--- src/hw/rtl/ksm_pkg.sv ---
`timescale 1ns / 1ps

package ksm_pkg;

   localparam int MAX_STREAMS_DEF = 16;
   localparam int VALUE_BITS_DEF  = 32;
   localparam int STREAM_BITS     = 4;
   localparam int OPCODE_BITS     = 2;
   localparam int KIND_BITS       = 2;
   localparam int WORD_BITS       = 32;
   localparam int COUNT_REG_BITS  = 5;
   localparam int ADDR_BITS       = 3;

   localparam logic [0:0] CSR_STREAMS_IN_USE = 1'b0;
   localparam logic [COUNT_REG_BITS-1:0] STREAMS_IN_USE_RESET = 5'd2;

   typedef enum logic [OPCODE_BITS-1:0] {
      OP_OFFER   = 2'd0,
      OP_EXHAUST = 2'd1,
      OP_START   = 2'd2
   } opcode_type;

   typedef enum logic [KIND_BITS-1:0] {
      KIND_ELEM = 2'd0,
      KIND_DONE = 2'd1,
      KIND_ERR  = 2'd2
   } kind_type;

   typedef enum logic {
      ST_IDLE,
      ST_POP
   } state_type;

   // one command to every cell of the sorted chain
   typedef struct packed {
      logic clear;
      logic insert;
      logic pop;
   } chain_ctrl_type;

endpackage

--- src/hw/rtl/ksm_cell.sv ---
`timescale 1ns / 1ps

module ksm_cell #(
   parameter int VALUE_BITS = ksm_pkg::VALUE_BITS_DEF
) (
   input  logic                             clock,
   input  logic                             reset,
   input  ksm_pkg::chain_ctrl_type          ctrl,
   input  logic signed [VALUE_BITS-1:0]     new_value,
   input  logic [ksm_pkg::STREAM_BITS-1:0]  new_stream,
   input  logic                             left_valid,
   input  logic [ksm_pkg::STREAM_BITS-1:0]  left_stream,
   input  logic signed [VALUE_BITS-1:0]     left_value,
   input  logic                             left_new_lt,
   input  logic                             right_valid,
   input  logic [ksm_pkg::STREAM_BITS-1:0]  right_stream,
   input  logic signed [VALUE_BITS-1:0]     right_value,
   output logic                             cell_valid,
   output logic [ksm_pkg::STREAM_BITS-1:0]  cell_stream,
   output logic signed [VALUE_BITS-1:0]     cell_value,
   output logic                             new_lt
);
   import ksm_pkg::*;

   logic                         valid_ff, valid_in;
   logic [STREAM_BITS-1:0]       stream_ff, stream_in;
   logic signed [VALUE_BITS-1:0] value_ff, value_in;

   // new word sorts ahead of this cell; ties on value go to the lower stream
   assign new_lt = !valid_ff || (new_value < value_ff) ||
                   ((new_value == value_ff) && (new_stream < stream_ff));

   always_comb begin
      valid_in  = valid_ff;
      stream_in = stream_ff;
      value_in  = value_ff;
      if (ctrl.clear) begin
         valid_in = 1'b0;
      end else if (ctrl.pop) begin
         valid_in  = right_valid;
         stream_in = right_stream;
         value_in  = right_value;
      end else if (ctrl.insert && new_lt) begin
         if (left_new_lt) begin
            // shift the left neighbor in
            valid_in  = left_valid;
            stream_in = left_stream;
            value_in  = left_value;
         end else begin
            valid_in  = 1'b1;
            stream_in = new_stream;
            value_in  = new_value;
         end
      end
   end

   always_ff @(posedge clock) begin
      if (reset) begin
         valid_ff <= 1'b0;
      end else begin
         valid_ff <= valid_in;
      end
      stream_ff <= stream_in;
      value_ff  <= value_in;
   end

   assign cell_valid  = valid_ff;
   assign cell_stream = stream_ff;
   assign cell_value  = value_ff;

endmodule

--- src/hw/rtl/ksm_chain.sv ---
`timescale 1ns / 1ps

module ksm_chain #(
   parameter int MAX_STREAMS = ksm_pkg::MAX_STREAMS_DEF,
   parameter int VALUE_BITS  = ksm_pkg::VALUE_BITS_DEF
) (
   input  logic                             clock,
   input  logic                             reset,
   input  ksm_pkg::chain_ctrl_type          ctrl,
   input  logic signed [VALUE_BITS-1:0]     new_value,
   input  logic [ksm_pkg::STREAM_BITS-1:0]  new_stream,
   output logic                             head_valid,
   output logic [ksm_pkg::STREAM_BITS-1:0]  head_stream,
   output logic signed [VALUE_BITS-1:0]     head_value
);
   import ksm_pkg::*;

   logic                         c_valid  [MAX_STREAMS];
   logic [STREAM_BITS-1:0]       c_stream [MAX_STREAMS];
   logic signed [VALUE_BITS-1:0] c_value  [MAX_STREAMS];
   logic                         c_new_lt [MAX_STREAMS];

   for (genvar i = 0; i < MAX_STREAMS; i++) begin : g_cell
      logic                         l_valid, r_valid, l_new_lt;
      logic [STREAM_BITS-1:0]       l_stream, r_stream;
      logic signed [VALUE_BITS-1:0] l_value, r_value;

      if (i == 0) begin : g_first
         assign l_valid  = 1'b0;
         assign l_stream = '0;
         assign l_value  = '0;
         assign l_new_lt = 1'b0;
      end else begin : g_left
         assign l_valid  = c_valid[i-1];
         assign l_stream = c_stream[i-1];
         assign l_value  = c_value[i-1];
         assign l_new_lt = c_new_lt[i-1];
      end

      if (i == MAX_STREAMS - 1) begin : g_last
         assign r_valid  = 1'b0;
         assign r_stream = '0;
         assign r_value  = '0;
      end else begin : g_right
         assign r_valid  = c_valid[i+1];
         assign r_stream = c_stream[i+1];
         assign r_value  = c_value[i+1];
      end

      ksm_cell #(
         .VALUE_BITS(VALUE_BITS)
      ) u_cell (
         .clock       (clock),
         .reset       (reset),
         .ctrl        (ctrl),
         .new_value   (new_value),
         .new_stream  (new_stream),
         .left_valid  (l_valid),
         .left_stream (l_stream),
         .left_value  (l_value),
         .left_new_lt (l_new_lt),
         .right_valid (r_valid),
         .right_stream(r_stream),
         .right_value (r_value),
         .cell_valid  (c_valid[i]),
         .cell_stream (c_stream[i]),
         .cell_value  (c_value[i]),
         .new_lt      (c_new_lt[i])
      );
   end

   assign head_valid  = c_valid[0];
   assign head_stream = c_stream[0];
   assign head_value  = c_value[0];

endmodule

--- src/hw/rtl/k_way_sorted_merge.sv ---
`timescale 1ns / 1ps

// K-way sorted merge. Stream heads sit in a chain of MAX_STREAMS cells kept in
// ascending order (value, then stream number), so the smallest head is always
// in the first cell. A start word clears the chain; fill answers for streams 0
// to streams_in_use-1, clipped to MAX_STREAMS, follow in order, then each
// emitted element is followed by the answer for its stream. A start, error or
// plain fill answer is handled in the idle state; for an answer that leads to
// an emit, every cell compares and shifts in the new head, then the pop state
// moves the first cell into the result register once that register is free.
// Idle, a new word is taken once the result register is empty or draining.
module k_way_sorted_merge #(
   parameter int MAX_STREAMS = ksm_pkg::MAX_STREAMS_DEF,
   parameter int VALUE_BITS  = ksm_pkg::VALUE_BITS_DEF
) (
   input  logic                                clock,
   input  logic                                reset,
   input  logic                                req_valid,
   output logic                                req_ready,
   input  logic [ksm_pkg::OPCODE_BITS-1:0]     req_opcode,
   input  logic [ksm_pkg::STREAM_BITS-1:0]     req_stream,
   input  logic signed [ksm_pkg::WORD_BITS-1:0] req_value,
   output logic                                rsp_valid,
   input  logic                                rsp_ready,
   output logic [ksm_pkg::KIND_BITS-1:0]       rsp_kind,
   output logic signed [ksm_pkg::WORD_BITS-1:0] rsp_value_out,
   output logic [ksm_pkg::STREAM_BITS-1:0]     rsp_source_stream,
   input  logic                                psel,
   input  logic                                penable,
   input  logic                                pwrite,
   input  logic [ksm_pkg::ADDR_BITS-1:0]       paddr,
   input  logic [ksm_pkg::WORD_BITS-1:0]       pwdata,
   output logic [ksm_pkg::WORD_BITS-1:0]       prdata,
   output logic                                pready
);
   import ksm_pkg::*;

   localparam int CNT_BITS = $clog2(MAX_STREAMS + 1);
   localparam int LIM_BITS = (CNT_BITS > COUNT_REG_BITS) ? CNT_BITS : COUNT_REG_BITS;

   state_type                    state_ff, state_in;
   logic [COUNT_REG_BITS-1:0]    siu_ff, siu_in;
   logic [CNT_BITS-1:0]          fill_ff, fill_in;
   logic                         awaiting_ff, awaiting_in;
   logic [STREAM_BITS-1:0]       awaited_ff, awaited_in;

   logic                         rsp_valid_ff, rsp_valid_in;
   kind_type                     rsp_kind_ff, res_kind;
   logic signed [WORD_BITS-1:0]  rsp_value_ff, res_value;
   logic [STREAM_BITS-1:0]       rsp_stream_ff, res_stream;
   logic                         res_load;

   chain_ctrl_type               ctrl;
   logic                         go_pop;
   logic                         head_valid;
   logic [STREAM_BITS-1:0]       head_stream;
   logic signed [VALUE_BITS-1:0] head_value;

   opcode_type                   req_op;
   logic                         out_free, accept;
   logic [LIM_BITS-1:0]          siu_ext, max_ext, lim, fill_ext, fill_inc_ext, stream_ext;
   logic [CNT_BITS-1:0]          fill_inc;
   logic [VALUE_BITS+WORD_BITS-1:0] new_wide, head_wide;
   logic signed [VALUE_BITS-1:0] new_value;
   logic                         csr_write;

   // configuration port
   assign pready    = 1'b1;
   assign csr_write = psel && penable && pwrite;
   assign siu_in    = (csr_write && paddr[2] == CSR_STREAMS_IN_USE) ?
                      pwdata[COUNT_REG_BITS-1:0] : siu_ff;
   assign prdata    = (paddr[2] == CSR_STREAMS_IN_USE) ?
                      {{(WORD_BITS-COUNT_REG_BITS){1'b0}}, siu_ff} : '0;

   // live stream limit, clipped to the cell count
   assign siu_ext      = LIM_BITS'(siu_ff);
   assign max_ext      = LIM_BITS'(MAX_STREAMS);
   assign lim          = (siu_ext > max_ext) ? max_ext : siu_ext;
   assign fill_inc     = fill_ff + CNT_BITS'(1);
   assign fill_ext     = LIM_BITS'(fill_ff);
   assign fill_inc_ext = LIM_BITS'(fill_inc);
   assign stream_ext   = LIM_BITS'(req_stream);

   assign new_wide  = {{VALUE_BITS{req_value[WORD_BITS-1]}}, req_value};
   assign new_value = new_wide[VALUE_BITS-1:0];
   assign head_wide = {{WORD_BITS{1'b0}}, head_value};

   assign req_op    = opcode_type'(req_opcode);
   assign out_free  = !rsp_valid_ff || rsp_ready;
   assign req_ready = (state_ff == ST_IDLE) && out_free;
   assign accept    = req_valid && req_ready;

   ksm_chain #(
      .MAX_STREAMS(MAX_STREAMS),
      .VALUE_BITS (VALUE_BITS)
   ) u_chain (
      .clock      (clock),
      .reset      (reset),
      .ctrl       (ctrl),
      .new_value  (new_value),
      .new_stream (req_stream),
      .head_valid (head_valid),
      .head_stream(head_stream),
      .head_value (head_value)
   );

   always_comb begin
      state_in = state_ff;
      unique case (state_ff)
         ST_IDLE: begin
            if (accept && go_pop) begin
               state_in = ST_POP;
            end
         end
         ST_POP: begin
            if (out_free) begin
               state_in = ST_IDLE;
            end
         end
         default: state_in = ST_IDLE;
      endcase
   end

   always_comb begin
      ctrl        = '0;
      go_pop      = 1'b0;
      res_load    = 1'b0;
      res_kind    = KIND_ERR;
      res_value   = '0;
      res_stream  = '0;
      fill_in     = fill_ff;
      awaiting_in = awaiting_ff;
      awaited_in  = awaited_ff;
      unique case (state_ff)
         ST_IDLE: begin
            if (accept) begin
               unique case (req_op) inside
                  OP_START: begin
                     ctrl.clear  = 1'b1;
                     fill_in     = '0;
                     awaiting_in = 1'b0;
                     awaited_in  = '0;
                     if (lim == '0) begin
                        res_load = 1'b1;
                        res_kind = KIND_DONE;
                     end
                  end
                  OP_OFFER, OP_EXHAUST: begin
                     if (awaiting_ff) begin
                        if (req_stream != awaited_ff) begin
                           res_load = 1'b1;
                        end else begin
                           ctrl.insert = (req_op == OP_OFFER);
                           go_pop      = 1'b1;
                        end
                     end else if (fill_ext < lim) begin
                        if (stream_ext != fill_ext) begin
                           res_load = 1'b1;
                        end else begin
                           ctrl.insert = (req_op == OP_OFFER);
                           fill_in     = fill_inc;
                           go_pop      = (fill_inc_ext == lim);
                        end
                     end else begin
                        res_load = 1'b1;
                     end
                  end
                  default: res_load = 1'b1;
               endcase
            end
         end
         ST_POP: begin
            if (out_free) begin
               res_load = 1'b1;
               if (head_valid) begin
                  // drop the head and wait for its stream
                  ctrl.pop    = 1'b1;
                  res_kind    = KIND_ELEM;
                  res_value   = head_wide[WORD_BITS-1:0];
                  res_stream  = head_stream;
                  awaiting_in = 1'b1;
                  awaited_in  = head_stream;
               end else begin
                  res_kind    = KIND_DONE;
                  awaiting_in = 1'b0;
                  awaited_in  = '0;
               end
            end
         end
         default: ;
      endcase
   end

   assign rsp_valid_in = res_load ? 1'b1 : (rsp_ready ? 1'b0 : rsp_valid_ff);

   always_ff @(posedge clock) begin
      if (reset) begin
         state_ff     <= ST_IDLE;
         siu_ff       <= STREAMS_IN_USE_RESET;
         fill_ff      <= '0;
         awaiting_ff  <= 1'b0;
         awaited_ff   <= '0;
         rsp_valid_ff <= 1'b0;
      end else begin
         state_ff     <= state_in;
         siu_ff       <= siu_in;
         fill_ff      <= fill_in;
         awaiting_ff  <= awaiting_in;
         awaited_ff   <= awaited_in;
         rsp_valid_ff <= rsp_valid_in;
      end
      if (res_load) begin
         rsp_kind_ff   <= res_kind;
         rsp_value_ff  <= res_value;
         rsp_stream_ff <= res_stream;
      end
   end

   assign rsp_valid         = rsp_valid_ff;
   assign rsp_kind          = rsp_kind_ff;
   assign rsp_value_out     = rsp_value_ff;
   assign rsp_source_stream = rsp_stream_ff;

endmodule

--- config.mk ---
export PLATFORM = sky130hd
export DESIGN_NAME = k_way_sorted_merge
export DESIGN_NICKNAME = d
export VERILOG_FILES = /design/src/hw/rtl/ksm_pkg.sv /design/src/hw/rtl/ksm_cell.sv /design/src/hw/rtl/ksm_chain.sv /design/src/hw/rtl/k_way_sorted_merge.sv
export SDC_FILE = /design/constraint.sdc
export NUM_CORES = 2
export LEC_CHECK = 0
export ABC_AREA = 1
export BUFFER_PORTS_ARGS = -buffer_cell sky130_fd_sc_hd__buf_4
export CAP_MARGIN = 25
export CORE_UTILIZATION = 55
export DETAILED_ROUTE_END_ITERATION = 16
export PLACE_DENSITY = 0.8
export SLEW_MARGIN = 5
export SYNTH_ARGS = -nofsm -noshare
export SYNTH_HDL_FRONTEND = slang
export SYNTH_SLANG_ARGS = --single-unit
--- constraint.sdc ---
create_clock -name clock -period 3.6 [get_ports clock]
set_input_delay 0 -clock clock [delete_from_list [all_inputs] [get_ports clock]]
set_output_delay 0 -clock clock [all_outputs]
set_load 0.05 [all_outputs]
### After elaboration in Yosys (flattened, before gate mapping)

Cells that the tools add are included.

| storage, ports and cells | value |
|---|---|
| register bits | 647 |
| bits of input ports | 80 |
| output and inout bits | 73 |
| word-level logic and storage cells | 443 |

| cells by class | value |
|---|---|
| $add $sub $neg | 1 |
| $lt $le $gt $ge | 34 |
| eq/ne operators | 27 |
| multiplexer cells | 190 |
| bitwise operators | 3 |
| reduce and logical (&&, ||, !) cells | 131 |

Operators by type and width:

| cell | number |
|---|---|
| $mux 32 | 46 |
| $eq 32x32->1 | 16 |
| $lt 32x32->1 | 16 |
| $mux 4 | 50 |
| $mux 1 | 76 |
| $lt 4x4->1 | 16 |
| $logic_and 1x1->1 | 38 |
| $reduce_bool 2->1 | 18 |
| $reduce_and 2->1 | 17 |
| $logic_or 1x1->1 | 33 |
| $mux 5 | 5 |
| $logic_not 1->1 | 17 |
| $mux 2 | 6 |
| $pmux 5 s2 | 1 |
| $ne 2x2->1 const B | 4 |
| $pmux 1 s2 | 4 |
| $pmux 4 s2 | 1 |
| $reduce_and 3->1 | 2 |
| $reduce_and 6->1 | 1 |
| $add 5x1->5 const B | 1 |
| $eq 5x5->1 | 1 |
| $gt 5x5->1 const B | 1 |
| $logic_not 5->1 | 1 |
| $lt 5x5->1 | 1 |
| other kinds (10) | 14 |

### Depth between registers and ports, before layout

| depth | value |
|---|---|
| depth in word-level cells | 12 |
| gate-level depth with buffers | 20 |
| gate-level depth less buffers | 20 |

### Hierarchy

From an unflattened synthesis, not the netlist that was laid out.

| unflattened totals | value |
|---|---|
| cells, all modules | 6198 |
| area, all modules | 47994.8 um^2 |

By module, submodules not included:

| module | instances | cells each | area each (um^2) | seq. area each (um^2) |
|---|---|---|---|---|
| ksm_cell | 16 | 367 | 2821.5 | 1101.1 |
| k_way_sorted_merge | 1 | 325 | 2847.7 | 1481.4 |
| ksm_chain | 1 | 1 | 3.8 | 0.0 |

### Worst setup path before layout

Ideal clock, no wire load.

| timing path | value |
|---|---|
| kind | register to register |
| from | register rsp_valid_ff, in the netlist rsp_valid |
| to | register u_chain.g_cell[14].u_cell.stream_ff[0] (enable) |
| library setup time | 0.395 ns |
| arrival time | 2.978 ns |
| data required time | 3.205 ns |
| setup slack | 0.227 ns |
| cell stages (with the launch flop) | 11 |
| path buffers | 1 |
| clock period less this slack | 3.373 ns |
| cell sequence | dfxtp_1 -> inv_1 -> nor2_1 -> nor2_1 -> nand2_1 -> inv_1 -> nand3_4 -> nor2_8 -> buf_12 -> nand2_1 -> nand2_1 |

| on the way | value |
|---|---|
| longest elaborated chain between the ends | 9 |
| elaborated cells between the ends (all ways) | 12 |
| those cells by class | mux (4); bitwise (1); reduce/logical (7) |

Ends and longest elaborated chain:

| what | RTL line | RTL |
|---|---|---|
| start, declared | k_way_sorted_merge.sv:47 | `logic rsp_valid_ff, rsp_valid_in;` |
| start signal, assigned | k_way_sorted_merge.sv:210 | `rsp_valid_ff <= rsp_valid_in;` |
| $logic_not 1->1 * | k_way_sorted_merge.sv:89 | `assign out_free = !rsp_valid_ff \|\| rsp_ready;` |
| $logic_or 1x1->1 * | k_way_sorted_merge.sv:89 |  |
| $logic_and 1x1->1 * | k_way_sorted_merge.sv:90 | `assign req_ready = (state_ff == ST_IDLE) && out_free;` |
| named net req_ready | k_way_sorted_merge.sv:19 | `output logic req_ready,` |
| $logic_and 1x1->1 * | k_way_sorted_merge.sv:91 | `assign accept = req_valid && req_ready;` |
| $mux 2 * | k_way_sorted_merge.sv:136 | `if (accept) begin` |
| $mux 2 * | k_way_sorted_merge.sv:134 | `unique case (state_ff)` |
| $logic_and 1x1->1 | ksm_cell.sv:43 | `end else if (ctrl.insert && new_lt) begin` |
| $reduce_bool 2->1 (no source line) | - |  |
| $reduce_and 2->1 (no source line) * | - |  |
| end signal, assigned | ksm_cell.sv:63 | `stream_ff <= stream_in;` |
| end, declared | ksm_cell.sv:26 | `logic [STREAM_BITS-1:0] stream_ff, stream_in;` |

Mark *: on every way through the listed nets, which the timed path passes. The rest lies on a longest branch.
A chain may end at the register's enable or synchronous reset.

### Final worst setup path

| timing path | value |
|---|---|
| from | register u_chain.g_cell[14].u_cell.value_ff[31] |
| to | register u_chain.g_cell[14].u_cell.value_ff[19] (enable) |

| on the way | value |
|---|---|
| longest elaborated chain between the ends | 6 |
| elaborated cells between the ends (all ways) | 8 |
| those cells by class | order compare (1); eq/ne (1); reduce/logical (6) |

Ends and longest elaborated chain:

| what | RTL line | RTL |
|---|---|---|
| start, declared | ksm_cell.sv:27 | `logic signed [VALUE_BITS-1:0] value_ff, value_in;` |
| start signal, assigned | ksm_cell.sv:64 | `value_ff <= value_in;` |
| $lt 32x32->1 / $eq 32x32->1 (equally long branches) | ksm_cell.sv:30, ksm_cell.sv:31 |  |
| $logic_or 1x1->1 / $logic_and 1x1->1 (equally long branches) | ksm_cell.sv:30, ksm_cell.sv:31 |  |
| $logic_or 1x1->1 * | ksm_cell.sv:30 | `assign new_lt = !valid_ff \|\| (new_value < value_ff) \|\|` |
| $logic_and 1x1->1 * | ksm_cell.sv:43 |  |
| $reduce_bool 2->1 (no source line) * | - |  |
| $reduce_and 2->1 (no source line) * | - |  |

Mark *: on every way between the ends. The rest lies on a longest branch, timed or not.

==> flow_metrics.env <==
export IMPL_wirelength_microns=129600
export IMPL_io_pins=153
export IMPL_placed_cells=7034
export IMPL_chipHeight_microns=295.2
export IMPL_dieArea_sq_um=87150
export IMPL_grt_overflow_total=0
export IMPL_cts_htree_levels=3
export IMPL_drv_slew=0
export IMPL_die_w_microns=295.2
export IMPL_fmax_mhz=310.8
export IMPL_grt_pass1_vias=40660
export IMPL_firstDrtPassIters=12
export IMPL_clockBufferDepth=3
export IMPL_cts_reportedPaths_clkPinSlew_ps=60
export IMPL_rrSetupSlack_ps=380
export IMPL_cts_root_buf="clkbuf_16"
export IMPL_cts_setup_buffers=0
export IMPL_fin_crit_ps=3217
export IMPL_ys_warn_count=0
export IMPL_rr_worst_depth=13
export IMPL_antenna_found_initial=1
export IMPL_clk_latency_ps=670
export IMPL_fin_skew_ps=47.94
export IMPL_nets=6647
export IMPL_yosysTopAreaCellShare_pct=38.99
export IMPL_slew_headroom_pct=36.36
export IMPL_vias=42040
export IMPL_layout_common_cells="1694 x nand2_1, 793 x inv_1, 749 x o21ai_0, 614 x edfxtp_1, 566 x ha_1"
export IMPL_endpoint="u_chain.g_cell[14].u_cell.cell_value[19]$_DFFE_PP_"
export IMPL_crit_start="u_chain.g_cell[14].u_cell.cell_value[31]$_DFFE_PP_"
export IMPL_hold_viol=0
export IMPL_place_gp_congestion=0.8973
export IMPL_worstReg2RegEnd="u_chain.g_cell[14].u_cell.cell_value[19]$_DFFE_PP_"
export IMPL_cts_num_sinks=647
export IMPL_end_kind="flop"
export IMPL_cp_start_kind="flop"
export IMPL_violations="design-rule violations"
export IMPL_setup_viol=0
export IMPL_cts_buffers=76
export IMPL_period_share_pct=89.37
export IMPL_pwr_density_cell_nw_per_um2=342.5
export IMPL_crit_required_ps=3930
export IMPL_critPathKind="reg -> reg"
export IMPL_synth_area_leaders="edfxtp_1 39%, ha_1 15%, nand2_1 13%, o21ai_0 7.9%, inv_1 6.3%"
export IMPL_dp_hpwl_microns=92700
export IMPL_stdcell_count=7206
export IMPL_cp_max_fo=37
export IMPL_grt_max_degree=221
export IMPL_grt_pass1_wl_microns=208400
export IMPL_max_vdd_ir_drop_v=0.0003009
export IMPL_arrival_ps=3550
export IMPL_layout_commonest_cell="nand2_1"
export IMPL_layout_drive_gt1_share_pct=5.544
export IMPL_rsz0062_at_grt="no"
export IMPL_synth_top_cell_by_area="edfxtp_1"
export IMPL_hold_path_class="in -> reg"
export IMPL_p_leak_nw=23.83
export IMPL_ys_types=43
export IMPL_ys_seq_area_share_pct=40.39
export IMPL_numPortBuffers=95
export IMPL_synth_cells=6014
export IMPL_initial_core_util_pct=55.53
export IMPL_synth_area_sq_um=47280
export IMPL_outcome="complete, but fails checks"
export IMPL_wire_per_inst_microns=17.99
export IMPL_cap_violations=0
export IMPL_finalSetupTns_ps=0
export IMPL_worst_slew_pin_transition_ps=954.6
export IMPL_core_sq_um=85150
export IMPL_reg2reg_from="u_chain.g_cell[14].u_cell.cell_value[31]$_DFFE_PP_"
export IMPL_synth_seq_cells=647
export IMPL_drcViolationCount=2
export IMPL_cts_tree="built"
export IMPL_avgSynthCellArea_sq_um=7.862
export IMPL_syn2layout_area_growth_pct=9.574
export IMPL_track_usage_pct=29.68
export IMPL_row_count=107
export IMPL_antenna_left=0
export IMPL_drt_iter0_drc=4441
export IMPL_drt_vias_per_instance=5.834
-- where the power goes --
| part | switching, mW | internal (mW) | total, mW |
|---|---|---|---|
| Sequential | 0.0216 | 8.19 | 8.21 |
| Clock | 3.39 | 4.61 | 8.00 |
| Combinational | 1.07 | 0.468 | 1.54 |
-- how the worst min path moves through the flow --
| stage | from | endpoint | slack [ps] | depth (start not counted) |
|---|---|---|---|---|
| 2_1_floorplan | pwdata[1] | siu_ext[1]$_SDFFE_PP1P_ | 130 | 2 |
| 3_3_place_gp | pwdata[1] | siu_ext[1]$_SDFFE_PP1P_ | 230 | 3 |
| 3_5_place_dp | pwdata[1] | siu_ext[1]$_SDFFE_PP1P_ | 230 | 3 |
| 4_1_cts | req_value[23] | u_chain.g_cell[0].u_cell.cell_value[23]$_DFFE_PP_ | 0.8 | 3 |
| 5_1_grt | req_value[3] | u_chain.g_cell[8].u_cell.cell_value[3]$_DFFE_PP_ | 30 | 3 |
| 6_report | req_value[16] | u_chain.g_cell[15].u_cell.cell_value[16]$_SDFFCE_PP0P_ | 20 | 3 |
-- sequential cells by signal (all words and copies together), names as in the netlist --
register / cells
rsp_valid: 1
u_chain.g_cell.u_cell.cell_stream: 64
awaiting_ff: 1
rsp_source_stream: 4
u_chain.g_cell.u_cell.cell_valid: 16
rsp_value_out: 32
awaited_ff: 4
rsp_kind: 2
u_chain.g_cell.u_cell.cell_value: 512
fill_ext: 5
state_ff: 1
siu_ext: 5
-- through the flow --
stage / utilization, % / total power [mW] / setup WS (ps) / hold WS, ps / instance area, sq um
floorplan: - / 9.308 / 227.0 / 130.4 / 47380
global placement: 57.47 / 9.767 / 590.3 / 227.6 / 48930
detailed placement: 57.47 / 9.831 / 466.9 / 225.2 / 48930
CTS: 60.85 / 17.72 / 443.8 / 0.8058 / 51810
global route: 60.85 / 18.24 / 25.75 / 30.29 / 51810
finish: 60.85 / 17.74 / 382.6 / 15.21 / 51810
-- cell usage after synthesis (all sizes together) --
cell type and count:
a21oi 339, o21ai 1037, nand2 1708, o21a 25, o211ai 3, nand3b 2, or2 1, nand4 114
ha 566, buf 132, xor2 6, and3 2, nand3 149, a21o 3, nor2 218, nor3 58
inv 796, conb 2, a21boi 3, xnor2 4, o21bai 4, nor4 4, dfxtp 33, o2bb2ai 1
edfxtp 614, clkbuf 190
-- layout make-up --
class                      instances  area (sq um)
fill                            7241         33340
multi-input combinational       4275         23820
sequential                       647         19100
inverter                         796          2993
clock buffer                      97          2061
timing repair buffer             205          1922
tap                             1144          1431
clock inverter                    41         485.5
antenna                            1         2.502
-- what timing repair did --
item	4_1_cts	5_1_grt
hold endpoints to repair	63	0
hold buffers	33	0
gates resized for setup	0	0
-- critical path, cell delays in order (launching register included) --
cell and delay (ps):
edfxtp_1 360, inv_1 70, ha_1 380, nand2_1 90, nor2_1 140, nand2_1 110
nor4_2 480, nand2_1 160, nand3b_1 110, nand2_1 120, nand2_2 370, nand2_1 120
nand2_2 100, buf_12 250
-- logic make-up after synthesis --
group / count (synthesis) / share of synthesized area, %
flops: 647 / 40.39
xor+xnor: 10 / 0.1852
compound gates: 1415 / 15.30
fa+ha+maj: 566 / 14.98
buf+inv: 1118 / 9.486
simple gates: 2256 / 19.65
other cells: 2 / 0.01588
-- layer usage --
layer | wire length (microns) | up-vias | GRT usage, %
met3 | 12540 | 311 | 4.969
li1 | - | 20090 | -
met5 | 0 | - | 0
met4 | 3934 | 0 | 10.77
met2 | 59490 | 1975 | 48.11
met1 | 53670 | 19670 | 39.91
Power figures use the tool's default switching activity.
